## config.mk

```make
export PLATFORM = sky130hd
export DESIGN_NAME = pptg_delay
export DESIGN_NICKNAME = d
export VERILOG_FILES = /design/src/rtl/core/perspective_plane_texcoord_gen_macros.svh /design/src/rtl/core/pptg_delay.sv
export SDC_FILE = /design/constraint.sdc
export NUM_CORES = 1
export LEC_CHECK = 0
export BUFFER_PORTS_ARGS = -buffer_cell sky130_fd_sc_hd__buf_2
export CAP_MARGIN = 10
export CORE_MARGIN = 2
export CORE_UTILIZATION = 46
export CTS_CLUSTER_DIAMETER = 100
export DETAILED_ROUTE_END_ITERATION = 10
export PLACE_DENSITY_LB_ADDON = 0.1
export SKIP_CTS_REPAIR_TIMING = 1
export SYNTH_ARGS = -nofsm -noshare
export SYNTH_HDL_FRONTEND = slang
export SYNTH_SLANG_ARGS = --single-unit
```

## constraint.sdc

```tcl
create_clock -name i_clk -period 0.8 [get_ports i_clk]
set_input_delay 0.04 -clock i_clk [delete_from_list [all_inputs] [get_ports i_clk]]
set_output_delay 0.04 -clock i_clk [all_outputs]
set_load 0.1 [all_outputs]
```

## src/rtl/core/perspective_plane_texcoord_gen_macros.svh

```systemverilog
// Assertion macros for the perspective plane texture coordinate generator.
// Taken in by the top level; needs nothing else.
`ifndef PERSPECTIVE_PLANE_TEXCOORD_GEN_MACROS_SVH
`define PERSPECTIVE_PLANE_TEXCOORD_GEN_MACROS_SVH
`ifndef NO_ASSERTIONS
`define PPTG_ASSERT_SAME(lbl, clk, rstn, ante, cons) \
    lbl: assert property (@(posedge clk) disable iff (!rstn) (ante) |-> (cons)) \
        else $error("assertion failed");
`define PPTG_ASSERT_NEXT(lbl, clk, rstn, ante, cons) \
    lbl: assert property (@(posedge clk) disable iff (!rstn) (ante) |=> (cons)) \
        else $error("assertion failed");
`else
`define PPTG_ASSERT_SAME(lbl, clk, rstn, ante, cons)
`define PPTG_ASSERT_NEXT(lbl, clk, rstn, ante, cons)
`endif
`endif

```

## src/rtl/core/pptg_delay.sv

```systemverilog
// Shift line that carries a request's side data and valid flag alongside a division chain.
// Depends on nothing else.
module pptg_delay #(
    parameter int W     = 8,
    parameter int DEPTH = 4
) (
    input  logic         i_clk,
    input  logic         i_rst_n,
    input  logic         i_en,
    input  logic         i_valid,
    input  logic [W-1:0] i_data,
    output logic         o_valid,
    output logic [W-1:0] o_data
);
    logic         r_v [DEPTH];
    logic [W-1:0] r_d [DEPTH];

    for (genvar k = 0; k < DEPTH; k++) begin : g_tap
        always_ff @(posedge i_clk) begin
            if (!i_rst_n) begin
                r_v[k] <= 1'b0;
            end else if (i_en) begin
                r_v[k] <= (k == 0) ? i_valid : r_v[(k == 0) ? 0 : k-1];
            end
        end
        always_ff @(posedge i_clk) begin
            if (i_en) begin
                r_d[k] <= (k == 0) ? i_data : r_d[(k == 0) ? 0 : k-1];
            end
        end
    end

    assign o_valid = r_v[DEPTH-1];
    assign o_data  = r_d[DEPTH-1];
endmodule

```

After elaboration in Yosys (flattened, before gate mapping)

Memory sizes are Yosys's and may differ from the RTL's.
Cells that the tools add are included.

Register bits: 0
Input bits: 12
Memories kept: 2
Bits in writable memories: 36
Word-level logic and storage cells: 15
Output and inout bits: 9

Bitwise gates (word level): 4
Multiplexer cells: 9

Memories:

| name | words | width | read ports | clocked after Yosys merged registers in | wr ports | RTL line         | text |
|---|---|---|---|---|---|---|---|
| r_d  | 4     | 8     | 4          | 0                                       | 4        | pptg_delay.sv:16 | `logic [W-1:0] r_d [DEPTH];` |
| r_v  | 4     | 1     | 4          | 0                                       | 4        | pptg_delay.sv:15 | `logic r_v [DEPTH];` |

Operator list:

| operator         | number |
|---|---|
| 1-bit 2-to-1 mux | 9 |
| 1-bit bitwise OR | 4 |

Longest topological paths before layout

Word-level depth: 4
Depth in mapped cells: 2
Gate-level depth less buffers: 2

Least setup slack after synthesis

OpenSTA, ideal clock, no wires.

Kind: register to output
Start: memory r_d[3][0]
End: output o_data[0]
Slack: -144 ps
Buffers on the path: 0
Cell stages (with the launch flop): 1
Arrival: 904 ps
Path through: edfxtp_1

RTL lines:

| what            | RTL line         | text |
|---|---|---|
| start, declared | pptg_delay.sv:16 |  |
| end, declared   | pptg_delay.sv:13 | `output logic [W-1:0] o_data` |

==> results.yml <==
pwr:
  p_clk_share_pct: 24.1
  pwr-share-seq_pct: 64.2
  swShare_pct: 22.7
  power_density_mw_per_mm2: 2250
  p_leak_uw: 0.000584
  p_int_uw: 2710
  combinationalPowerShare_pct: 11.7
  p_switching_uw: 798
  ir_worst_vdd_mv: 1.66
placed_design:
  place.port_buffers: 20
  dp.final_hpwl_um: 741
  gp_congestion: 0.614
yosys:
  post-synth-top-area-cell: "edfxtp_1"
  ys_warn_count: 0
  synth_seq_cells: 36
  yosys-top-cells-area: "edfxtp_1 94%, and3_2 2.0%, dfxtp_1 1.8%"
  syn_inst: 42
  yosysTopAreaCellShare_pct: 94.2
  syn-num-nets: 54
  synth_area_mm2: 0.00112
  ys_types: 6
  ys_seq_area_share_pct: 96.0
  syn_area_per_cell_um2: 26.6
sta:
  whs_ns: 0.0544
  finalHoldViolations: 0
  slew_violations: 0
  post-route-period-util_pct: 121
  worst_pin_slew_ns: 0.168
  worst_slack_ns: -0.171
  rsz0062_at_grt: "true"
  clock_skew_ns: 0.00708
  layout_min_cycle_time_ns: 0.971
  setup_viol: 9
  relSlewSlack_pct: 88.8
  max_freq_mhz: 1030
  final.setup.tns_ns: -1.46
global_routing:
  grt_pass1_vias: 409
  grt_antenna_before_repair: 0
  grt_pass1_wl_um: 1770
  grt_max_degree: 22
  grt_usage_pct: 9.50
  globalRouteOverflowTotal: 0
die:
  dieHeight_um: 53.3
  core_area_mm2: 0.00225
  ioPinCount: 21
  dieArea_mm2: 0.00284
  dieWidth_um: 53.3
  start_util_pct: 49.5
  row_count: 17
clock_network:
  cts_sinks: 36
  cts_buffer_depth: 2
  clkTransAtPathRegs_ns: 0.09
  clk_latency_ns: 0.32
  cts_max_level: 2
  cts_made_buffers: 5
  cts_tree: "yes"
  root_buffer: "clkbuf_4"
setup_path:
  cp_data_arrival_time_ns: 0.93
  cp_max_fo: 1
  worst_path_max_delay_cell: "edfxtp_1"
  startpoint_type: "flip-flop"
  cp.required_ns: 0.76
  path_cells: "buf_12"
  end_kind: "output port"
  critPathBufInv: 1
  crit_family: "flip-flops"
  path_class: "reg -> out"
  slowest_delay_ns: 0.43
min_path:
  min_path_type: "in -> reg"
run_status:
  status: "complete, but fails checks"
  violations: "setup timing"
finish:
  antenna_cells: 0
  synthToLayoutAreaGrowth_pct: 39.5
  multiInputGateArea_um2: 48.8
  fillCellCount: 153
  drive_above_1_share_pct: 37.0
  regArea_mm2: 0.00107
  layout.nets: 92
detailed_routing:
  ant_nets: 0
  first_iter_violations: 5
  wirelength_um: 1250
  vias: 502
  drc: 0
  wl_per_cell_um: 11.5
  via_per_inst: 4.61
  dr.pass1.iters: 4
run:
  cap_viol_max_count: 0
cell type report:
class	count	share of cell area, %
timing repair buffer	31	22.7
clock buffer	7	2.89
clock inverter	1	0.241
sequential	36	68.8
multi-input combinational	6	3.14
tap	28	2.25
layout by cell type (no fill, tap or decap), drive strengths merged:
master | netlist | routed
clkbuf | 0 | 7
mux2i | 1 | 1
and3 | 3 | 3
buf | 0 | 22
dlygate4sd3 | 0 | 9
nand2b | 1 | 1
dfxtp | 1 | 1
edfxtp | 35 | 35
nor2b | 1 | 1
clkinv | 0 | 1
metal layers:
| metal | global-route usage, % | vias to the layer above | wire length [um] |
|---|---|---|---|
| met1 | 11.9 | 234 | 563 |
| li1 | - | 242 | - |
| met2 | 12.3 | 24 | 588 |
| met3 | 5.37 | 2 | 98 |
| met4 | 6.41 | 0 | 4 |
| met5 | 0 | - | 0 |
path summary, 6_finish.rpt:
kind	startpoint	slack [ns]	end	cells after the start
hold reg to reg	r_d[0][2]	0.42	r_d[1][2]	0
hold / removal	i_en	0.05	r_d[0][4]	1
setup / recovery	r_d[3][0]	-0.17	o_data[0]	1
setup reg to reg	r_v[0]	0.02	r_v[1]	1
state kept, by name, summed over array words and instances (netlist names):
register and cells:
r_v 4, r_d 32
metrics by stage:
| step | instances | power [uW] | setup WS (ns) | utilization, % | area, um2 |
|---|---|---|---|---|---|
| after floorplan | 42 | 2470 | -0.144 | - | 1120 |
| after global placement | 92 | 2660 | 0.0181 | 62.7 | 1410 |
| after detailed placement | 92 | 2670 | 0.00366 | 62.7 | 1410 |
| after CTS | 100 | 3500 | -0.193 | 64.9 | 1460 |
| after global routing | 109 | 3650 | -0.217 | 69.0 | 1560 |
| final | 109 | 3510 | -0.171 | 69.0 | 1560 |
power by group through the flow:
stage | clock (uW) | sequential [uW] | combinational (uW)
after global routing | 962 | 2260 | 426
after detailed placement | 0 | 2300 | 377
after floorplan | 0 | 2460 | 11.7
after global placement | 0 | 2290 | 372
final | 846 | 2250 | 411
after CTS | 873 | 2250 | 377
synth_stat cells:
library cell and instances:
and3_2 3, nor2b_1 1, edfxtp_1 35, dfxtp_1 1, mux2i_1 1, nand2b_1 1
kinds of logic (layout without fill, tap and decap cells):
logic type,count (synthesis),count (layout),share of synthesized area (%)
DFF,36,36,96.0
and+or+nand+nor,5,5,3.14
muxes,1,1,0.897
buffers and inverters,0,39,0
No activity file was read; power rests on OpenSTA's default activity.
