`config.mk`:
```
export PLATFORM = sky130hd
export DESIGN_NAME = pptg_corner_gen
export DESIGN_NICKNAME = d
export VERILOG_FILES = /design/src/rtl/core/perspective_plane_texcoord_gen_macros.svh /design/src/rtl/core/pptg_pkg.sv /design/src/rtl/core/pptg_corner_gen.sv
export SDC_FILE = /design/constraint.sdc
export NUM_CORES = 2
export LEC_CHECK = 0
export BUFFER_PORTS_ARGS = -buffer_cell sky130_fd_sc_hd__buf_2
export CAP_MARGIN = 20
export CORE_UTILIZATION = 47
export CTS_CLUSTER_DIAMETER = 80
export CTS_CLUSTER_SIZE = 12
export DETAILED_ROUTE_END_ITERATION = 7
export GPL_TIMING_DRIVEN = 0
export PLACE_DENSITY_LB_ADDON = 0.1
export SLEW_MARGIN = 20
export SYNTH_ARGS = -nofsm -noshare
export SYNTH_HDL_FRONTEND = slang
export SYNTH_SLANG_ARGS = --single-unit
```
`constraint.sdc`:
```
create_clock -name i_clk -period 12.4 [get_ports i_clk]
set_input_delay 2.48 -clock i_clk [delete_from_list [all_inputs] [get_ports i_clk]]
set_output_delay 2.48 -clock i_clk [all_outputs]
set_load 0.1 [all_outputs]
```
`src/rtl/core/perspective_plane_texcoord_gen_macros.svh`:
```
// Assertion macros for the perspective plane texture coordinate generator.
// Taken in by the top level; needs nothing else.
`ifndef PERSPECTIVE_PLANE_TEXCOORD_GEN_MACROS_SVH
`define PERSPECTIVE_PLANE_TEXCOORD_GEN_MACROS_SVH
`ifndef NO_ASSERTIONS
`define PPTG_ASSERT_SAME(lbl, clk, rstn, ante, cons) \
    lbl: assert property (@(posedge clk) disable iff (!rstn) (ante) |-> (cons)) \
        else $error("assertion failed");
`define PPTG_ASSERT_NEXT(lbl, clk, rstn, ante, cons) \
    lbl: assert property (@(posedge clk) disable iff (!rstn) (ante) |=> (cons)) \
        else $error("assertion failed");
`else
`define PPTG_ASSERT_SAME(lbl, clk, rstn, ante, cons)
`define PPTG_ASSERT_NEXT(lbl, clk, rstn, ante, cons)
`endif
`endif

```
`src/rtl/core/pptg_pkg.sv`:
```
// Shared types, constants and the quarter sine table of the texture coordinate generator.
// No dependencies.
package pptg_pkg;

    localparam int MAX_SCREEN_WIDTH = 4096;
    localparam int MAX_HALF_HEIGHT  = 2048;
    localparam int COORD_FRAC_BITS  = 16;
    localparam int ANGLE_BITS       = 16;

    localparam int ROW_W      = 11;
    localparam int COL_W      = 12;
    localparam int WID_W      = 13;
    localparam int HALF_W     = 12;
    localparam int ROW_NUM_W  = 43;
    localparam int SPAN_W     = 46;
    localparam int WID_NUM_W  = 57;

    localparam logic [15:0] ANGLE_MASK = 16'hFFFF << (16 - ANGLE_BITS);
    localparam logic [31:0] FRAC_MASK  = (32'd1 << COORD_FRAC_BITS) - 32'd1;

    localparam logic [2:0] REG_CAM_X     = 3'd0;
    localparam logic [2:0] REG_CAM_Y     = 3'd1;
    localparam logic [2:0] REG_CAM_ANGLE = 3'd2;
    localparam logic [2:0] REG_FOV_HALF  = 3'd3;
    localparam logic [2:0] REG_NEAR      = 3'd4;
    localparam logic [2:0] REG_FAR       = 3'd5;
    localparam logic [2:0] REG_WIDTH     = 3'd6;
    localparam logic [2:0] REG_HALF      = 3'd7;

    typedef logic [31:0] t_corners [8];

    typedef struct packed {
        logic [11:0] col;
        logic [11:0] ground;
        logic [11:0] sky;
        logic        inv;
    } t_side;

    function automatic logic [16:0] sine_tab(input logic [4:0] idx);
        logic [16:0] v;
        unique case (idx)
            5'd0:  v = 17'd0;
            5'd1:  v = 17'd6424;
            5'd2:  v = 17'd12785;
            5'd3:  v = 17'd19024;
            5'd4:  v = 17'd25080;
            5'd5:  v = 17'd30893;
            5'd6:  v = 17'd36410;
            5'd7:  v = 17'd41576;
            5'd8:  v = 17'd46341;
            5'd9:  v = 17'd50660;
            5'd10: v = 17'd54491;
            5'd11: v = 17'd57798;
            5'd12: v = 17'd60547;
            5'd13: v = 17'd62714;
            5'd14: v = 17'd64277;
            5'd15: v = 17'd65220;
            default: v = 17'd65536;
        endcase
        return v;
    endfunction

    // Fractional part with the sign of the wrapped position kept.
    function automatic logic [16:0] frac_signed(input logic [31:0] v);
        logic [31:0] m;
        logic [31:0] t;
        m = (32'd0 - v) & FRAC_MASK;
        if (v[31]) begin
            t = 32'd0 - m;
        end else begin
            t = v & FRAC_MASK;
        end
        return t[16:0];
    endfunction

endpackage

```
`src/rtl/core/pptg_corner_gen.sv`:
```
// Sequencer that forms the eight frustum corner coordinates from the camera registers.
// Depends on pptg_pkg for the sine table and corner type.
module pptg_corner_gen (
    input  logic               i_clk,
    input  logic               i_rst_n,
    input  logic               i_start,
    input  logic [31:0]        i_cam_x,
    input  logic [31:0]        i_cam_y,
    input  logic [15:0]        i_cam_angle,
    input  logic [13:0]        i_fov_half,
    input  logic [23:0]        i_near,
    input  logic [23:0]        i_far,
    output logic               o_busy,
    output pptg_pkg::t_corners o_corner
);
    import pptg_pkg::*;

    logic        r_busy;
    logic [3:0]  r_cnt;

    logic        w_issue;
    logic [2:0]  w_idx;
    logic [15:0] w_ang;
    logic [15:0] w_ph;
    logic [14:0] w_r;
    logic [16:0] w_base;
    logic [16:0] w_next;

    logic        r_a_v, r_b_v, r_c_v;
    logic [2:0]  r_a_idx, r_b_idx, r_c_idx;
    logic [16:0] r_a_base;
    logic [12:0] r_a_diff;
    logic [9:0]  r_a_f;
    logic        r_a_neg;
    logic signed [17:0] r_b_trig;
    logic signed [42:0] r_c_p;

    logic [22:0] w_prod;
    logic [16:0] w_v;
    logic [23:0] w_dist;
    logic [42:0] w_mag;
    logic [42:0] w_rnd;
    logic [31:0] w_off;

    t_corners    r_corner;

    // The pass also runs after reset, so the corners match the reset registers.
    always_ff @(posedge i_clk) begin
        if (!i_rst_n) begin
            r_busy <= 1'b1;
            r_cnt  <= '0;
        end else if (i_start) begin
            r_busy <= 1'b1;
            r_cnt  <= '0;
        end else if (r_busy) begin
            if (r_cnt == 4'd11) begin
                r_busy <= 1'b0;
            end else begin
                r_cnt <= r_cnt + 4'd1;
            end
        end
    end

    assign w_issue = r_busy && !r_cnt[3];
    assign w_idx   = r_cnt[2:0];
    assign w_ang   = w_idx[2] ? (i_cam_angle + {2'b00, i_fov_half})
                              : (i_cam_angle - {2'b00, i_fov_half});
    assign w_ph    = (w_ang + (w_idx[0] ? 16'd0 : 16'd16384)) & ANGLE_MASK;
    assign w_r     = w_ph[14] ? (15'd16384 - {1'b0, w_ph[13:0]}) : {1'b0, w_ph[13:0]};
    assign w_base  = sine_tab(w_r[14:10]);
    assign w_next  = sine_tab(w_r[14:10] + 5'd1);

    always_ff @(posedge i_clk) begin
        if (!i_rst_n) begin
            r_a_v <= 1'b0;
            r_b_v <= 1'b0;
            r_c_v <= 1'b0;
        end else begin
            r_a_v <= w_issue;
            r_b_v <= r_a_v;
            r_c_v <= r_b_v;
        end
    end

    assign w_prod = r_a_diff * r_a_f;
    assign w_v    = r_a_base + {3'b000, 14'((w_prod + 23'd512) >> 10)};
    assign w_dist = r_b_idx[1] ? i_near : i_far;
    assign w_mag  = r_c_p[42] ? 43'(-r_c_p) : 43'(r_c_p);
    assign w_rnd  = (w_mag + 43'd32768) >> 16;
    assign w_off  = r_c_p[42] ? (32'd0 - w_rnd[31:0]) : w_rnd[31:0];

    always_ff @(posedge i_clk) begin
        r_a_idx  <= w_idx;
        r_a_base <= w_base;
        r_a_diff <= 13'(w_next - w_base);
        r_a_f    <= w_r[9:0];
        r_a_neg  <= w_ph[15];
        r_b_idx  <= r_a_idx;
        r_b_trig <= r_a_neg ? -$signed({1'b0, w_v}) : $signed({1'b0, w_v});
        r_c_idx  <= r_b_idx;
        r_c_p    <= $signed({1'b0, w_dist}) * r_b_trig;
        if (r_c_v) begin
            r_corner[r_c_idx] <= (r_c_idx[0] ? i_cam_y : i_cam_x) + w_off;
        end
    end

    assign o_busy   = r_busy;
    assign o_corner = r_corner;
endmodule

```
**Yosys cells after proc, flatten, opt, wreduce, memory -nomap -nowiden**

Memory sizes are Yosys's and may differ from the RTL's.
Cells that the tools add are included.

- Multiply operators: 2
- Bitwise gates (word level): 3
- Reductions and logical operators: 5
- Order comparisons: 2
- Add/subtract/negate cells: 14
- Equality and inequality tests: 1
- Mux-type cells: 15

Operators by type and width:

| cell | count |
|---|---|
| 256-bit bitwise mux | 1 |
| 32-bit demux with 3-bit select | 1 |
| 32-bit 2-to-1 mux | 3 |
| 43-bit by 16-bit adder with 43-bit output, second input constant | 1 |
| 25-bit by 18-bit multiplier with 43-bit output | 1 |
| 43-bit 2-to-1 mux | 1 |
| 43-bit negator | 1 |
| 17-bit 2-to-1 mux | 2 |
| 32-bit adder | 1 |
| 15-bit 2-to-1 mux | 2 |
| 1-bit by 27-bit subtractor with 28-bit output, first input constant | 1 |
| 24-bit 2-to-1 mux | 1 |
| 23-bit by 10-bit adder with 23-bit output, second input constant | 1 |
| 13-bit by 10-bit multiplier with 23-bit output | 1 |
| 17-bit negator with 18-bit output | 1 |
| 17-bit by 13-bit adder with 17-bit output | 1 |
| 16-bit by 14-bit adder with 16-bit output | 1 |
| 16-bit by 15-bit adder with 16-bit output | 1 |
| 16-bit 2-to-1 mux | 1 |
| 16-bit by 14-bit subtractor with 16-bit output | 1 |
| 15-bit by 14-bit subtractor with 15-bit output, first input constant | 1 |
| 13-bit 2-to-1 mux | 1 |
| 13-bit subtractor | 1 |
| 5-bit by 1-bit adder with 5-bit output, second input constant | 1 |
| 11 further kinds | 14 |

- Logic and storage cells: 67
- Memory bits (read-only): 512
- Register bits after elaboration: 375
- Memories: 2

Memory list:

| name | words | bits a word | read ports | clocked after Yosys merged registers in | wr ports | RTL line | RTL |
|---|---|---|---|---|---|---|---|
| (name not given) | 16 | 16 | 1 | 0 | 0 | pptg_pkg.sv:41 | `unique case (idx)` |
| (name not given) | 16 | 16 | 1 | 0 | 0 | pptg_pkg.sv:41 |  |

**Logic depth before layout (Yosys ltp)**

An unclocked memory read counts as a cell.

- Depth after elaboration: 9
- Mapped depth: 41

**Worst setup path before layout**

OpenSTA, ideal clock, no wires.

- Path kind: input to register
- Start: input port i_fov_half[4]
- End: register r_a_diff[12]
- Library setup time: 0.125 ns
- Path slack: 2.995 ns
- Cell stages on the path: 39
- Arrival time: 9.280 ns
- Required time: 12.275 ns
- Buffers on the path: 2
- Cell sequence: nor4_1 nor2b_1 and2_1 a21oi_1 xor2_1 ha_1 nand3_1 a21oi_1 o41ai_1 nand2_1 o22a_1 a21oi_1 nor2_1 nor2_1 xnor2_1 ha_1 o21ai_0 xnor2_1 [... 3 more ...] inv_1 clkbuf_1 a21oi_1 a221o_1 ha_1 fa_1 nor2b_1 o21ai_0 a21boi_0 o21ai_0 a21boi_0 o21ai_0 nand2b_1 a21o_1 a21oi_1 o21ai_0 xor2_1 xnor2_1

- Longest elaborated chain between the ends: 9
- Elaborated cells on any way between the ends: 12
- Those cells by class: add/sub (6); mux (4); memory (2)

Ends and longest elaborated chain:

| what | RTL line | RTL |
|---|---|---|
| start, declared | pptg_corner_gen.sv:10 | `input logic [13:0] i_fov_half,` |
| 16-bit by 14-bit subtractor with 16-bit output or 16-bit by 14-bit adder with 16-bit output (tied branches) | pptg_corner_gen.sv:67, pptg_corner_gen.sv:66 |  |
| 16-bit 2-to-1 mux (*) | pptg_corner_gen.sv:66 | `assign w_ang = w_idx[2] ? (i_cam_angle + {2'b00, i_fov_half})` |
| 16-bit by 15-bit adder with 16-bit output (*) | pptg_corner_gen.sv:68 | `assign w_ph = (w_ang + (w_idx[0] ? 16'd0 : 16'd16384)) & ANGLE_MASK;` |
| 15-bit by 14-bit subtractor with 15-bit output | pptg_corner_gen.sv:69 | `assign w_r = w_ph[14] ? (15'd16384 - {1'b0, w_ph[13:0]}) : {1'b0, w_ph[13:0]};` |
| 15-bit 2-to-1 mux (*) | pptg_corner_gen.sv:69 |  |
| 5-bit by 1-bit adder with 5-bit output | pptg_corner_gen.sv:71 | `assign w_next = sine_tab(w_r[14:10] + 5'd1);` |
| memory 16 x 16 bit | -- |  |
| 13-bit 2-to-1 mux | pptg_pkg.sv:41 |  |
| 13-bit subtractor (*) | pptg_corner_gen.sv:95 | `r_a_diff <= 13'(w_next - w_base);` |
| end signal, assigned | pptg_corner_gen.sv:95 |  |
| end, declared | pptg_corner_gen.sv:32 | `logic [12:0] r_a_diff;` |

Every way passes the cells marked *; elsewhere a longest branch is shown, timed or not.
A chain may end at the register's enable or synchronous reset.

**Worst setup path after layout**

- Start: register r_c_p[42]
- End: register r_corner, in the netlist o_corner[190], data pin

- Longest elaborated chain between the ends: 7

Ends and longest elaborated chain:

| what | RTL line | RTL |
|---|---|---|
| start, declared | pptg_corner_gen.sv:36 | `logic signed [42:0] r_c_p;` |
| start signal, assigned | pptg_corner_gen.sv:101 | `r_c_p <= $signed({1'b0, w_dist}) * r_b_trig;` |
| 43-bit negator | pptg_corner_gen.sv:88 | `assign w_mag = r_c_p[42] ? 43'(-r_c_p) : 43'(r_c_p);` |
| 43-bit 2-to-1 mux | pptg_corner_gen.sv:88 |  |
| 43-bit by 16-bit adder with 43-bit output | pptg_corner_gen.sv:89 | `assign w_rnd = (w_mag + 43'd32768) >> 16;` |
| 1-bit by 27-bit subtractor with 28-bit output | pptg_corner_gen.sv:90 | `assign w_off = r_c_p[42] ? (32'd0 - w_rnd[31:0]) : w_rnd[31:0];` |
| 32-bit 2-to-1 mux (*) | pptg_corner_gen.sv:90 |  |
| 32-bit adder (*) | pptg_corner_gen.sv:103 | `r_corner[r_c_idx] <= (r_c_idx[0] ? i_cam_y : i_cam_x) + w_off;` |
| 256-bit bitwise mux (*) | pptg_corner_gen.sv:103 |  |
| end signal, assigned by index | pptg_corner_gen.sv:103 |  |
| end, declared | pptg_corner_gen.sv:45 | `t_corners r_corner;` |

Marks and branches as above.

==> key figures <==
Run status
  – Status: finished, final reports clean

Worst setup path
  – WS Path Type: reg2reg
  – Most frequent CP cell: buf_1
  – Kind of end point of the critical path: flop
  – Max FO, Critical Path: 10
  – Critical-path top delay cell: o311ai_0
  – Req. time, crit path: 12.65 ns
  – Critical Path Start Type: flop
  – Crit path DAT: 11.09 ns
  – Crit path largest cell delay: 0.72 ns

Die
  – Die area: 78,500 um^2
  – I/O Pins: 402
  – Die Y: 280 um
  – Initial Util: 47.7%
  – Rows: 101
  – Die Width: 280 um
  – Core area: 76,300 um^2

CTS
  – Clock root cell: clkbuf_16
  – H-tree levels: 2
  – Clock Path Buffers: 3
  – Post-CTS sizing: 0
  – Num Clock Sinks: 375
  – Cts bufs inserted: 41
  – Clock transition at path regs: 0.06 ns
  – Clock Latency Late Sink: 0.56 ns
  – CTS tree: yes
  – Hold Buf Count CTS: 0
  – Postcts setup bufs: 0

Synthesis
  – Syn Inst Count: 3,657
  – Post-synthesis register bit count: 375
  – Synth area leader: fa_1
  – Syn nets: 4,543
  – Synth Flop Type: edfxtp_1
  – Post-synthesis cell type count: 87
  – Synth top area share: 24.3%
  – Avg Synthesized Cell Area: 9.95 um^2
  – Ys Warns: 0
  – Post-Syn Area: 36,400 um^2
  – Top cells by area, synth: fa_1 24%, edfxtp_1 21%, ha_1 10%, dfxtp_1 6.5%, inv_1 5.8%
  – Post-synthesis sequential area ratio: 27.7%
  – EDFF count, synth: 256
  – Synth async-reset ratio: 0%

GRT
  – Vias in the first global route: 27,800
  – Initial antenna violation count: 2
  – Largest net degree at the start of global routing: 22
  – Gr usage total: 25.5%
  – GRT overflow: 0
  – First-pass GRT wire length: 154 mm

Place
  – Gpl congestion: 0.934
  – Port bufs: 401
  – HPWL Detailed: 80.6 mm

Cells and area
  – Layout Nets: 5,004
  – Antenna diodes: 0
  – Layout cells sized above 1: 14.4%
  – Area Growth Syn to Fin: 13.1%

Timing
  – Setup TNS: 0 ns
  – RSZ-0062 raised after global routing: no
  – Slew HR: 21.6%
  – Final period utilization: 87.5%
  – Worst-margin pin slew: 1.17 ns
  – Worst Clk Skew: 0.0162 ns
  – Endpoints failing hold: 0
  – FMAX: 92.2 MHz
  – Final Max Tran Viols: 0
  – Crit path time final: 10.84 ns
  – Final setup fails: 0

Drt
  – Vias: 27,200
  – Mean routed wirelength per cell: 19.1 um
  – Starting DRT DRC Count: 1,607
  – ANT nets after route: 0
  – DRT Wirelength: 98.7 mm
  – Drt drc: 0
  – Post-DR vias/cell: 5.26
  – First-pass DRT Iterations: 7

Flow run
  – Max_cap viols: 0

Hold path
  – Worst Hold Class: reg2reg
worst max-delay path: cells and delay by family, from the launching register on:
family                     cells  cell delay, ns
AOI/OAI and AO/OA              8            2.79
xor gates and xnor gates       3            0.89
adders and majority gates      2            0.74
buffers and inverters          7            3.11
DFF                            1            0.42
and+or+nand+nor                9            2.55
synth_stat cells, drive strengths merged (37+ instances only):
master,count
inv,561
nand2,486
fa,442
ha,299
edfxtp,256
and2,177
xnor2,158
nor2,157
clkbuf,122
dfxtp,119
a21oi,102
o21ai,87
xor2,73
mux2,56
nor3,50
a21o,45
or2,37
final cells by class:
| class | count | area (um^2) |
|---|---|---|
| fillers | 7055 | 35200 |
| inverters | 561 | 2110 |
| clock inverters | 10 | 88.8 |
| repair buffers | 418 | 2240 |
| plain buffers | 134 | 512 |
| flip-flops and latches | 375 | 10100 |
| multi-input cells | 2587 | 23800 |
| well taps | 1030 | 1290 |
| clock buffers | 55 | 1090 |
path summary, 6_finish.rpt:
path,end,cells after the start,startpoint,slack (ns)
hold reg to reg,r_c_idx[0]$_DFF_P_,0,r_b_idx[0]$_DFF_P_,0.32
hold / removal,r_c_idx[0]$_DFF_P_,0,r_b_idx[0]$_DFF_P_,0.32
setup / recovery,o_corner[190]$_DFFE_PP_,29,r_c_p[42]$_DFF_P_,1.56
setup reg to reg,o_corner[190]$_DFFE_PP_,29,r_c_p[42]$_DFF_P_,1.56
per-stage QoR:
stage	setup WS [ns]	std cells	util, %	instance area, um^2	hold WS (ns)
final	1.56	5170	53.9	41200	0.322
after CTS	1.73	5170	53.9	41200	0.321
after detailed placement	1.29	5105	52.4	40000	0.312
after floorplan	3.00	3657	-	36400	0.310
after global placement	1.03	5088	52.0	39700	0.310
after global routing	0.664	5170	53.9	41200	0.342
flip-flops by register name (all words and copies together) (netlist names):
register,count
r_cnt,4
o_corner,256
r_a_neg,1
r_c_idx,3
r_a_f,10
o_busy,1
r_b_trig,18
r_a_base,17
r_c_p,43
r_b_idx,3
r_c_v,1
r_a_idx,3
r_a_v,1
r_b_v,1
r_a_diff,13
kinds of logic (layout without fill, tap and decap cells):
family | after synthesis | in the layout | share of synthesized area (%)
fa+ha+maj | 741 | 741 | 34.6
buf+inv | 695 | 1178 | 7.19
mux | 65 | 65 | 1.98
flops | 375 | 375 | 27.7
simple gates | 1112 | 1112 | 14.9
xor+xnor | 231 | 231 | 5.56
compound gates | 438 | 438 | 8.13
cell usage in the layout, fill, tap and decap left out, types with 56 or more instances in the layout:
cell type	n
nor2_1	151
and2_1	177
buf_2	403
ha_1	299
o21ai_0	87
nand2_1	486
mux2_2	56
dfxtp_1	119
xor2_1	73
a21oi_1	102
clkbuf_1	135
xnor2_1	158
edfxtp_1	256
fa_1	442
inv_1	561
per-layer routing:
layer  track usage (%)  share of wire (%)  routed length (um)  vias up
li1                  -                  -                   -    12900
met5                 0                  0                   0        -
met4              9.43                3.8                3790        0
met2              45.5                 51               50200      761
met1              31.6                 40               39800    13400
met3              2.84                4.9                4830      195
Power is not shown: default switching activity piles up to over one toggle a cycle in this logic, so the estimate is an artifact.
