==> src/rtl/core/perspective_plane_texcoord_gen_macros.svh <==
// Assertion macros for the perspective plane texture coordinate generator.
// Taken in by the top level; needs nothing else.
`ifndef PERSPECTIVE_PLANE_TEXCOORD_GEN_MACROS_SVH
`define PERSPECTIVE_PLANE_TEXCOORD_GEN_MACROS_SVH
`ifndef NO_ASSERTIONS
`define PPTG_ASSERT_SAME(lbl, clk, rstn, ante, cons) \
    lbl: assert property (@(posedge clk) disable iff (!rstn) (ante) |-> (cons)) \
        else $error("assertion failed");
`define PPTG_ASSERT_NEXT(lbl, clk, rstn, ante, cons) \
    lbl: assert property (@(posedge clk) disable iff (!rstn) (ante) |=> (cons)) \
        else $error("assertion failed");
`else
`define PPTG_ASSERT_SAME(lbl, clk, rstn, ante, cons)
`define PPTG_ASSERT_NEXT(lbl, clk, rstn, ante, cons)
`endif
`endif

==> src/rtl/core/pptg_div_cell.sv <==
// One restoring division step: takes the next numerator bit and yields one quotient bit.
// Depends on nothing else.
module pptg_div_cell #(
    parameter int NUM_W = 8,
    parameter int DEN_W = 4
) (
    input  logic             i_clk,
    input  logic             i_en,
    input  logic [DEN_W-1:0] i_rem,
    input  logic [NUM_W-1:0] i_quo,
    input  logic [DEN_W-1:0] i_den,
    output logic [DEN_W-1:0] o_rem,
    output logic [NUM_W-1:0] o_quo,
    output logic [DEN_W-1:0] o_den
);
    logic [DEN_W-1:0] r_rem;
    logic [NUM_W-1:0] r_quo;
    logic [DEN_W-1:0] r_den;
    logic [DEN_W:0]   w_trial;
    logic [DEN_W:0]   w_diff;
    logic             w_ge;

    assign w_trial = {i_rem, i_quo[NUM_W-1]};
    assign w_ge    = (w_trial >= {1'b0, i_den});
    assign w_diff  = w_trial - {1'b0, i_den};

    always_ff @(posedge i_clk) begin
        if (i_en) begin
            r_rem <= w_ge ? w_diff[DEN_W-1:0] : w_trial[DEN_W-1:0];
            r_quo <= {i_quo[NUM_W-2:0], w_ge};
            r_den <= i_den;
        end
    end

    assign o_rem = r_rem;
    assign o_quo = r_quo;
    assign o_den = r_den;
endmodule

==> src/rtl/core/pptg_div_chain.sv <==
// Row of division cells, one quotient bit per cell, a new request every cycle while i_en is high.
// Depends on pptg_div_cell.
module pptg_div_chain #(
    parameter int NUM_W = 8,
    parameter int DEN_W = 4
) (
    input  logic             i_clk,
    input  logic             i_en,
    input  logic [NUM_W-1:0] i_num,
    input  logic [DEN_W-1:0] i_den,
    output logic [NUM_W-1:0] o_quo,
    output logic [DEN_W-1:0] o_rem
);
    logic [DEN_W-1:0] w_rem [NUM_W+1];
    logic [NUM_W-1:0] w_quo [NUM_W+1];
    logic [DEN_W-1:0] w_den [NUM_W+1];

    assign w_rem[0] = '0;
    assign w_quo[0] = i_num;
    assign w_den[0] = i_den;

    for (genvar k = 0; k < NUM_W; k++) begin : g_cell
        pptg_div_cell #(.NUM_W(NUM_W), .DEN_W(DEN_W)) u_cell (
            .i_clk (i_clk),
            .i_en  (i_en),
            .i_rem (w_rem[k]),
            .i_quo (w_quo[k]),
            .i_den (w_den[k]),
            .o_rem (w_rem[k+1]),
            .o_quo (w_quo[k+1]),
            .o_den (w_den[k+1])
        );
    end

    assign o_quo = w_quo[NUM_W];
    assign o_rem = w_rem[NUM_W];
endmodule

==> config.mk <==
export PLATFORM = sky130hd
export DESIGN_NAME = pptg_div_chain
export DESIGN_NICKNAME = d
export VERILOG_FILES = /design/src/rtl/core/perspective_plane_texcoord_gen_macros.svh /design/src/rtl/core/pptg_div_cell.sv /design/src/rtl/core/pptg_div_chain.sv
export SDC_FILE = /design/constraint.sdc
export NUM_CORES = 1
export LEC_CHECK = 0
export BUFFER_PORTS_ARGS = -buffer_cell sky130_fd_sc_hd__clkbuf_2
export CAP_MARGIN = 15
export CORE_AREA = 10 10 109 111
export CTS_CLUSTER_SIZE = 10
export DETAILED_ROUTE_END_ITERATION = 12
export DIE_AREA = 0 0 119 121
export PLACE_DENSITY = 0.78
export RECOVER_POWER = 25
export SYNTH_ARGS = -nofsm -noshare
export SYNTH_HDL_FRONTEND = slang
export SYNTH_SLANG_ARGS = --single-unit
==> constraint.sdc <==
create_clock -name i_clk -period 1.7 [get_ports i_clk]
set_input_delay 0.34 -clock i_clk [delete_from_list [all_inputs] [get_ports i_clk]]
set_output_delay 0.34 -clock i_clk [all_outputs]
set_load 0.01 [all_outputs]
# == Word-level counts from Yosys, hierarchy flattened ==
# Cells that the tools add are included.
# classes
addsub,8
magnitude_cmp,8
mux,8
# op_table
cell,n
greater-or-equal comparator 5 x 4 -> 1 bit,7
2-to-1 mux 4 bit,7
subtractor 4 bit,7
greater-or-equal comparator 1 x 4 -> 1 bit,1
subtractor 1 x 4 -> 4 bit,1
2-to-1 mux 1 bit,1
# totals
register_bits,124
inputBits,14
output_inout_bits,12

# == Longest topological paths before layout ==
# Gate-level depths: netlist of the first run.
# logic_depth
ltp_word,2
mapped_depth,7
depth_no_buf,7

# == Hierarchy ==
# A second synthesis of the first run with hierarchy kept.
# hier_totals
hier_cells,353
area_unflattened_um2,5574.1
# by_module_without_submodules
module,instances,cells_per_inst,area_per_inst_um2
pptg_div_cell (g_cell[4].u_cell ...),4,44,704.4
pptg_div_cell (g_cell[0].u_cell ...),4,44,688.2
pptg_div_chain,1,1,3.8

# == Worst setup path after synthesis of the first run ==
# OpenSTA, ideal clock, no wires.
# synth_path
path_kind,register -> register
start,register g_cell[0].u_cell.r_den[1]
end,"register g_cell[1].u_cell.r_rem[2], data pin"
arrival_ns,1.355
t_required_ns,1.440
setup_slack_ns,0.084
path_stages_with_launch,7
n_path_buf,0
cell_sequence,edfxtp_1 -> inv_1 -> ha_1 -> nand4_1 -> nand2_1 -> nor2_4 -> mux2_4
# synth_via
elab_chain_cells,2
# synth_lines
element,line_no,source
"start, declared",pptg_div_cell.sv:18,logic [DEN_W-1:0] r_den;
"start signal, assigned",pptg_div_cell.sv:31,r_den <= i_den;
subtractor 4 bit or greater-or-equal comparator 5 x 4 -> 1 bit (tied branches),"pptg_div_cell.sv:25, pptg_div_cell.sv:24",
2-to-1 mux 4 bit (*),pptg_div_cell.sv:29,r_rem <= w_ge ? w_diff[DEN_W-1:0] : w_trial[DEN_W-1:0];
"end signal, assigned",pptg_div_cell.sv:29,
"end, declared",pptg_div_cell.sv:16,logic [DEN_W-1:0] r_rem;
# Mark *: on every way between the ends. The rest lies on a longest branch, timed or not.
# A chain may end at the register's enable or synchronous reset.

# == Worst setup path after layout of the first run ==
# layout_path
start,register g_cell[1].u_cell.r_rem[1]
end,"register g_cell[2].u_cell.r_rem[2], data pin"
# layout_via
elab_chain_cells,2
# layout_lines
element,line_no
subtractor 4 bit or greater-or-equal comparator 5 x 4 -> 1 bit (tied branches),"pptg_div_cell.sv:25, pptg_div_cell.sv:24"
2-to-1 mux 4 bit (*),pptg_div_cell.sv:29
"end signal, assigned",pptg_div_cell.sv:29
"end, declared",pptg_div_cell.sv:16
# Marked as above.

==> results of run 1 <==
## per-layer routing
layer	wire, µm	vias to the layer above	track usage, %
met4	229	0	6.79
li1	-	1374	-
met5	0	-	0
met3	451	24	5.03
met1	3260	1472	10.8
met2	5720	94	24.7
## critical path: cells and delay by family, from the launching register on
family                     cells  cell delay (ns)
muxes                          1             0.31
AOI/OAI and AO/OA              1             0.12
DFF                            1             0.43
adders and majority gates      1             0.21
and+or+nand+nor                2             0.39
## final cells by class
class,count,share of cell area (%)
clock buffers,17,6.12
clock inverters,15,2.81
inverters,46,2.55
multi-input cells,164,24.0
flip-flops and latches,124,55.0
well taps,133,2.46
repair buffers,64,6.96
## synth_stat cells
cell,number,area [µm²]
mux2_4,7,105
a21oi_2,7,61.3
fa_1,7,140
and2_1,1,6.26
a21oi_1,8,40.0
xnor2_1,7,61.3
ha_1,30,375
nor2_1,30,113
nor3_1,14,70.1
nand2_1,8,30.0
o21ai_0,1,5.00
inv_1,46,173
o21ai_1,7,35.0
nand4_1,7,43.8
o21ai_2,1,8.76
mux2i_1,14,140
nor2_4,7,78.8
nor2b_1,1,6.26
edfxtp_1,124,3720
nand2b_1,7,43.8
## final timing paths
kind,from,endpoint,slack [ns],cells after the start
min,i_den[1],g_cell[0].u_cell.o_den[1]$_DFFE_PP_,0.08,1
min reg2reg,g_cell[1].u_cell.o_quo[2]$_DFFE_PP_,g_cell[2].u_cell.o_quo[3]$_DFFE_PP_,0.42,0
max reg2reg,g_cell[1].u_cell.o_rem[1]$_DFFE_PP_,g_cell[2].u_cell.o_rem[2]$_DFFE_PP_,-0.02,5
max,g_cell[1].u_cell.o_rem[1]$_DFFE_PP_,g_cell[2].u_cell.o_rem[2]$_DFFE_PP_,-0.02,5
## sequential cells by signal, indices dropped and copies added (netlist names)
name	cells
g_cell.u_cell.o_den	28
g_cell.u_cell.o_quo	64
g_cell.u_cell.o_rem	32
## cell usage in the layout (no fill, tap or decap), types with 4 or more instances in the layout
master         synthesis  routed
edfxtp_1             124     124
inv_1                 46      38
nor2_1                30      28
buf_4                  0      24
clkbuf_2               0      23
clkbuf_16              0      16
ha_4                   0      15
nor3_1                14      14
mux2i_1               14      13
ha_1                  30      10
dlygate4sd3_1          0      10
inv_2                  0       8
a21oi_1                8       8
nand4_1                7       7
nor2_4                 7       7
xnor2_1                7       7
mux2_4                 7       7
nand2_2                0       6
nand2b_1               7       6
a21oi_2                7       6
fa_1                   7       5
ha_2                   0       5
clkinv_4               0       5
o21ai_1                7       4
clkbuf_1               0       4
## through the flow
step / utilization, % / setup WS (ns) / hold slack, ns
final: 70.2 / -0.0174 / 0.0753
after global routing: 70.2 / -0.0612 / 0.0764
after CTS: 67.4 / 0.000269 / 0.0146
after detailed placement: 59.2 / -0.0127 / 0.405
after global placement: 59.2 / 0.0410 / 0.401
after floorplan: - / 0.0842 / 0.400
## power by group
| group | switching, mW | total, mW | internal [mW] |
|---|---|---|---|
| Clock | 1.38 | 3.63 | 2.26 |
| Combinational | 0.929 | 1.84 | 0.907 |
| Sequential | 0.180 | 4.02 | 3.84 |
## what timing repair did
item | in CTS | in global routing
gates resized for setup | 5 | 40
endpoints found under the hold margin | 10 | 0
pin swaps | 2 | 12
setup buffers | 6 | 8
hold buffers | 10 | 0
setup endpoints to repair | 8 | 20
## logic make-up after synthesis
group	share of synthesized area, %
XOR/XNOR	1.17
flip-flops	70.8
multiplexers	4.66
AO/OA/AOI/OAI	2.85
adder cells (fa/ha/maj)	9.80
AND/OR/NAND/NOR	7.45
buffers and inverters	3.28
==> flow_summary.yaml, run 1 <==
worst_hold_path:
  worst_hold_path_type: "input pin to flop"
place:
  gp_congestion: 0.839
  dp_hpwl_mm: 5.71
  place_area_mm2: 0.00570
  port_buffers: 25
  place_inst: 507
logic_synthesis:
  ys_ff_latch: 124
  ys_seq_area_share_pct: 70.8
  syn_inst: 334
  synth.avg_cell_area_um2: 15.7
  ys_types: 20
  syn_area_mm2: 0.00526
  synth_warnings: 0
  synth_nets: 385
cts:
  clock_latency_ns: 0.52
  cts-root-buf: "clkbuf_8"
  clockBufferDepth: 2
  cts-buffers-inserted: 17
  h-tree-depth: 4
  cts_sinks: 124
  path_clk_slew_ns: 0.06
  cts_tree: "built"
route:
  ant_nets: 0
  drt_pass1_iterations: 5
  routed_via_density: 5.26
  drc: 0
  routedWlPerCell_um: 17.2
  totalWireLength_mm: 9.66
  drtIter0Drc: 124
  vias: 2964
grt:
  grt_pass1_wl_mm: 14.3
  first_global_vias: 3143
  grt_usage_pct: 12.7
  antenna_found_initial: 0
  grt_remaining_overflow: 0
  grt_max_degree: 30
sta:
  hold_viol_final: 0
  rsz0062_at_grt: "yes"
  worst_slew_pin_slew_ns: 1.32
  fin_ws_ns: -0.0174
  maxSlewHeadroom_pct: 12.1
  finClkSkew_ns: 0.00912
  setup_tns_ns: -0.0174
  fin_crit_sh_pct: 101
  drv_slew: 0
  fmax_ghz: 0.582
  setup_viol: 1
  post-route-min-period_ns: 1.72
cells_and_area:
  instances_no_fill: 563
  num-nets-final: 468
  final_area_mm2: 0.00676
  ff_latch_area_mm2: 0.00372
  multiInputGateArea_mm2: 0.00163
  diodes: 0
  fillers: 597
  drive_above_1_share_pct: 34.2
  syn_to_final_growth_pct: 28.6
outcome:
  status: "finished, violations left"
  violations: "negative setup slack"
setup_path:
  cp_data_required_time_ns: 1.96
  worstPathCellList: "ha_4 > nor2_2 > a21oi_4 > nor2_4 > mux2_4"
  end_kind: "flop"
  cp.arrival_ns: 1.98
  crit_slowest_cell: "edfxtp_1"
  path_class: "flop to flop"
  cpPeakStageDelay_ns: 0.43
  start_kind: "flop"
  critPathMaxFanout: 3
pwr:
  power_density_mw_per_mm2: 1400
  vdd_drop_max_uv: 844
  p_leak_nw: 2.60
  power.total_mw: 9.49
floorplanning:
  num_rows: 36
  ios: 26
  initial_utilization_pct: 54.6
  dieArea_mm2: 0.0144
  die_h_um: 121
  design.core.area_mm2: 0.00964
  die_w_um: 119
flow_run:
  drv_cap: 0
(Power assumes the default switching activity.)
==> run 2: changes to the inputs <==
--- a/config.mk
+++ b/config.mk
@@ -7,10 +7,10 @@
 export LEC_CHECK = 0
 export BUFFER_PORTS_ARGS = -buffer_cell sky130_fd_sc_hd__clkbuf_2
 export CAP_MARGIN = 15
-export CORE_AREA = 10 10 109 111
+export CORE_AREA = 2 2 101 103
 export CTS_CLUSTER_SIZE = 10
 export DETAILED_ROUTE_END_ITERATION = 12
-export DIE_AREA = 0 0 119 121
+export DIE_AREA = 0 0 103 105
 export PLACE_DENSITY = 0.78
 export RECOVER_POWER = 25
 export SYNTH_ARGS = -nofsm -noshare
==> run 2 against run 1 <==
Compared with the run above:
- the run still ends with negative setup slack left
- critical path depth is the same
- final cell count shrank 0.36%
- combinational power shrank 3%
- critical endpoint unchanged
- setup slack lost 0.0062 ns
- clock skew grew 0.0015 ns
==> flow_summary.yaml, run 2 (synthesized netlist as in run 1, its figures left out) <==
sta:
  finClkSkew_ns: 0.0106
  worst_slew_pin_slew_ns: 1.40
  fin_crit_sh_pct: 101
  fmax_ghz: 0.580
  post-route-min-period_ns: 1.72
  fin_ws_ns: -0.0236
  maxSlewHeadroom_pct: 6.83
  drv_slew: 0
  whs_ns: 0.0321
  setup_viol: 1
  setup_tns_ns: -0.0236
  hold_viol_final: 0
setup_path:
  critPathMaxFanout: 2
  cp-startpoint: "g_cell[1].u_cell.o_den[0]$_DFFE_PP_"
  end_kind: "flop"
  path_class: "flop to flop"
  r2r_start: "g_cell[1].u_cell.o_den[0]$_DFFE_PP_"
  start_kind: "flop"
  cp.arrival_ns: 1.98
  cp_data_required_time_ns: 1.96
grt:
  grt_usage_pct: 15.9
  first_global_vias: 2936
  grt_remaining_overflow: 0
  grt_max_degree: 32
  grt_pass1_wl_mm: 12.9
  antenna_found_initial: 0
place:
  port_buffers: 25
  pre_cts_slack_ns: -0.0207
  place_inst: 504
  gp_congestion: 0.840
  dp_hpwl_mm: 5.35
  place_area_mm2: 0.00568
floorplanning:
  die_h_um: 105
  dieArea_mm2: 0.0108
  die_w_um: 103
  ios: 26
  design.core.area_mm2: 0.00964
  num_rows: 36
  initial_utilization_pct: 54.6
route:
  drc: 0
  vias: 2889
  routed_via_density: 5.15
  routedWlPerCell_um: 16.1
  drt_pass1_iterations: 6
  drtIter0Drc: 129
  totalWireLength_mm: 9.05
  ant_nets: 0
cells_and_area:
  num-nets-final: 466
  syn_to_final_growth_pct: 27.2
  largest_reg_flops: 64
  final_util_pct: 69.4
  final_cell_mix: "124 x edfxtp_1, 42 x inv_1, 30 x nor2_1"
  diodes: 0
  ff_latch_area_mm2: 0.00372
  multiInputGateArea_mm2: 0.00160
  final_common_cell: "edfxtp_1"
  fillers: 643
  instances_no_fill: 561
  drive_above_1_share_pct: 32.0
  final_area_mm2: 0.00669
cts:
  cts-root-buf: "clkbuf_8"
  cts_tree: "built"
  cts-buffers-inserted: 17
  cts_sinks: 124
  clockBufferDepth: 2
  h-tree-depth: 4
  path_clk_slew_ns: 0.06
  clock_latency_ns: 0.51
outcome:
  violations: "negative setup slack"
  status: "finished, violations left"
pwr:
  power.total_mw: 9.31
  power_density_mw_per_mm2: 1390
  vdd_drop_max_uv: 764
  p_leak_nw: 2.58
flow_run:
  drv_cap: 0
worst_hold_path:
  worst_hold_path_type: "input pin to flop"
  worstHoldStart: "i_num[1]"
## run 2: worst paths after layout
check | to | slack, ns | cells past startpoint
max | g_cell[2].u_cell.o_rem[2]$_DFFE_PP_ | -0.02 | 5
min | g_cell[0].u_cell.o_quo[2]$_DFFE_PP_ | 0.03 | 1
min reg2reg | g_cell[7].u_cell.o_quo[7]$_DFFE_PP_ | 0.41 | 0
max reg2reg | g_cell[2].u_cell.o_rem[2]$_DFFE_PP_ | -0.02 | 5
## run 2: what timing repair did
| item | 4_1_cts | 5_1_grt |
|---|---|---|
| hold buffers | 5 | 0 |
| endpoints found under the setup margin | 6 | 15 |
| pin swaps | 0 | 11 |
| resized for setup | 4 | 29 |
| hold endpoints to repair | 5 | 0 |
| buffers inserted | 7 | 13 |
## run 2: power breakdown
| group | switching (mW) | total [mW] | internal, mW |
|---|---|---|---|
| clock network | 1.29 | 3.52 | 2.22 |
| registers | 0.165 | 4.01 | 3.84 |
| logic | 0.900 | 1.79 | 0.885 |
## run 2: metal layers
metal	share of wire, %	up-vias	wire length, µm	GRT usage [%]
li1	-	1373	-	-
met1	36	1429	3270	15.7
met2	59	67	5300	29.4
met3	3.2	20	291	5.02
met4	2.0	0	185	7.52
met5	0	-	0	0
## run 2: layout make-up
type                            count  share of cell area, %
Timing Repair Buffer               62                   6.66
Tap cell                          133                   2.49
Inverter                           46                   2.58
Clock inverter                     15                   2.60
Clock buffer                       17                   6.19
Multi-Input combinational cell    164                   23.8
Sequential cell                   124                   55.6
## run 2: critical path: stages, from the launching register on
cell      delay (ns)
edfxtp_1        0.39
ha_1            0.35
nand4_1         0.14
nand2_1         0.14
nor2_4          0.15
mux2_4          0.31
==> run 3: changes to the inputs <==
--- a/config.mk
+++ b/config.mk
@@ -7,11 +7,10 @@
 export LEC_CHECK = 0
 export BUFFER_PORTS_ARGS = -buffer_cell sky130_fd_sc_hd__clkbuf_2
 export CAP_MARGIN = 15
-export CORE_AREA = 2 2 101 103
-export CTS_CLUSTER_SIZE = 10
+export CORE_AREA = 5 5 100 102
 export DETAILED_ROUTE_END_ITERATION = 12
-export DIE_AREA = 0 0 103 105
-export PLACE_DENSITY = 0.78
+export DIE_AREA = 0 0 105 107
+export PLACE_DENSITY = 0.8
 export RECOVER_POWER = 25
 export SYNTH_ARGS = -nofsm -noshare
 export SYNTH_HDL_FRONTEND = slang
==> constraint.sdc (replaced) <==
create_clock -name i_clk -period 1.9 [get_ports i_clk]
set_input_delay 0.38 -clock i_clk [delete_from_list [all_inputs] [get_ports i_clk]]
set_output_delay 0.38 -clock i_clk [all_outputs]
set_load 0.01 [all_outputs]
==> run 3 against run 2 <==
Compared with the run above:
- the run now ends clean
- sequential power shrank 11%
- clock power shrank 14%
- final cell count shrank 9.4%
- global-route usage shrank 0.81 points
- register-to-register slack gained 0.12 ns
- clock skew is essentially flat
- critical path depth is the same
- die area grew 3.9%
- combinational power shrank 29%
- setup slack gained 0.12 ns
- first-iteration DRC count shrank 20%
- total power shrank 16%
- critical endpoint is now g_cell[1].u_cell.o_rem[2]$_DFFE_PP_
- largest cell class unchanged
==> flow_summary.yaml, run 3 (synthesized netlist as in run 1, its figures left out) <==
outcome:
  status: "complete, no violations"
cts:
  cts_resized: 0
  cts_hold_buffers: 0
  clock_latency_ns: 0.52
  path_clk_slew_ns: 0.06
  clockBufferDepth: 2
  cts_sinks: 124
  h-tree-depth: 4
  cts_tree: "built"
  cts_setup_buffers: 0
  cts-root-buf: "clkbuf_8"
  cts-buffers-inserted: 17
cells_and_area:
  diodes: 0
  final_common_cell: "edfxtp_1"
  instances_no_fill: 508
  largest_reg_flops: 64
  drive_above_1_share_pct: 19.9
  final_area_mm2: 0.00617
  syn_to_final_growth_pct: 17.2
  num-nets-final: 435
  final_cell_mix: "124 x edfxtp_1, 46 x inv_1, 30 x nor2_1, 30 x ha_1, 21 x clkbuf_2"
setup_path:
  cp.arrival_ns: 2.08
  r2r_slack_ns: 0.1
  path_class: "flop to flop"
  cp-startpoint: "g_cell[0].u_cell.o_rem[1]$_SDFFCE_PN0P_"
  cp-endpoint: "g_cell[1].u_cell.o_rem[2]$_DFFE_PP_"
  r2r_start: "g_cell[0].u_cell.o_rem[1]$_SDFFCE_PN0P_"
  rr_worst_depth: 5
  start_kind: "flop"
  end_kind: "flop"
  cp_data_required_time_ns: 2.17
  critPathMaxFanout: 4
  reg2reg_to: "g_cell[1].u_cell.o_rem[2]$_DFFE_PP_"
flow_run:
  drv_cap: 0
place:
  gp_congestion: 0.865
  place_inst: 476
  dp_hpwl_mm: 5.34
  port_buffers: 25
  place_area_mm2: 0.00561
sta:
  hold_viol_final: 0
  finClkSkew_ns: 0.0107
  drv_slew: 0
  rsz0062_at_grt: "no"
  setup_viol: 0
  maxSlewHeadroom_pct: 47.3
  fin_crit_sh_pct: 95.0
  setup_tns_ns: 0
  post-route-min-period_ns: 1.80
  worst_slew_pin_slew_ns: 0.790
  fmax_ghz: 0.554
grt:
  grt_pass1_wl_mm: 12.8
  grt_max_degree: 36
  grt_remaining_overflow: 0
  first_global_vias: 2909
  grt_usage_pct: 15.1
  antenna_found_initial: 0
route:
  routedWlPerCell_um: 15.2
  drtIter0Drc: 103
  ant_nets: 0
  vias: 2699
  drc: 0
  routed_via_density: 5.31
  totalWireLength_mm: 7.71
  drt_pass1_iterations: 8
worst_hold_path:
  worst_hold_path_type: "input pin to flop"
  min_path_cells: 1
pwr:
  power.total_mw: 7.83
  power_density_mw_per_mm2: 1270
  vdd_drop_max_uv: 742
  p_leak_nw: 2.42
floorplanning:
  initial_utilization_pct: 58.3
  num_rows: 35
  ios: 26
  die_w_um: 105
  design.core.area_mm2: 0.00902
  die_h_um: 107
  dieArea_mm2: 0.0112
-- run 3: per-stage QoR --
stage	worst slack (ns)	util [%]	hold slack (ns)
after floorplan	0.284	-	0.400
after global placement	0.196	62.2	0.400
after detailed placement	0.132	62.2	0.405
after CTS	0.0866	68.4	0.0230
after global routing	0.0151	68.3	0.0118
final	0.0951	68.3	0.0294
-- run 3: per-layer routing --
layer,global-route usage [%],wire length [µm],up-vias
li1,-,-,1311
met3,5.78,356,30
met2,28.7,4400,69
met1,13.6,2660,1289
met4,7.95,298,0
met5,0,0,-
-- run 3: power by group --
group	total, mW	internal, mW	switching, mW
registers	3.55	3.44	0.117
logic	1.27	0.571	0.698
clock network	3.01	1.86	1.15
-- run 3: worst min path at each step --
stage                                   startpoint                                  end  slack [ns]
6_report                                  i_num[5]  g_cell[0].u_cell.o_quo[6]$_DFFE_PP_        0.03
4_1_cts                                   i_num[0]  g_cell[0].u_cell.o_quo[1]$_DFFE_PP_        0.02
2_1_floorplan  g_cell[0].u_cell.o_quo[0]$_DFFE_PP_  g_cell[1].u_cell.o_quo[1]$_DFFE_PP_        0.40
5_1_grt                                   i_num[2]  g_cell[0].u_cell.o_quo[3]$_DFFE_PP_        0.01
3_5_place_dp   g_cell[0].u_cell.o_quo[2]$_DFFE_PP_  g_cell[1].u_cell.o_quo[3]$_DFFE_PP_        0.40
3_3_place_gp   g_cell[3].u_cell.o_quo[4]$_DFFE_PP_  g_cell[4].u_cell.o_quo[5]$_DFFE_PP_        0.40
-- run 3: final cells by class --
class                      instances  area, µm²
fill                             578       2860
tap                              111        139
timing repair buffer              31        203
multi-input combinational        164       1360
sequential                       124       3720
clock inverter                    14        146
inverter                          46        173
clock buffer                      18        418
-- run 3: critical path, cell delays in order, from the launching register on --
cell	delay [ns]
edfxtp_1	0.42
ha_1	0.36
o21ai_1	0.22
a21oi_2	0.08
nor2_4	0.17
mux2_4	0.31
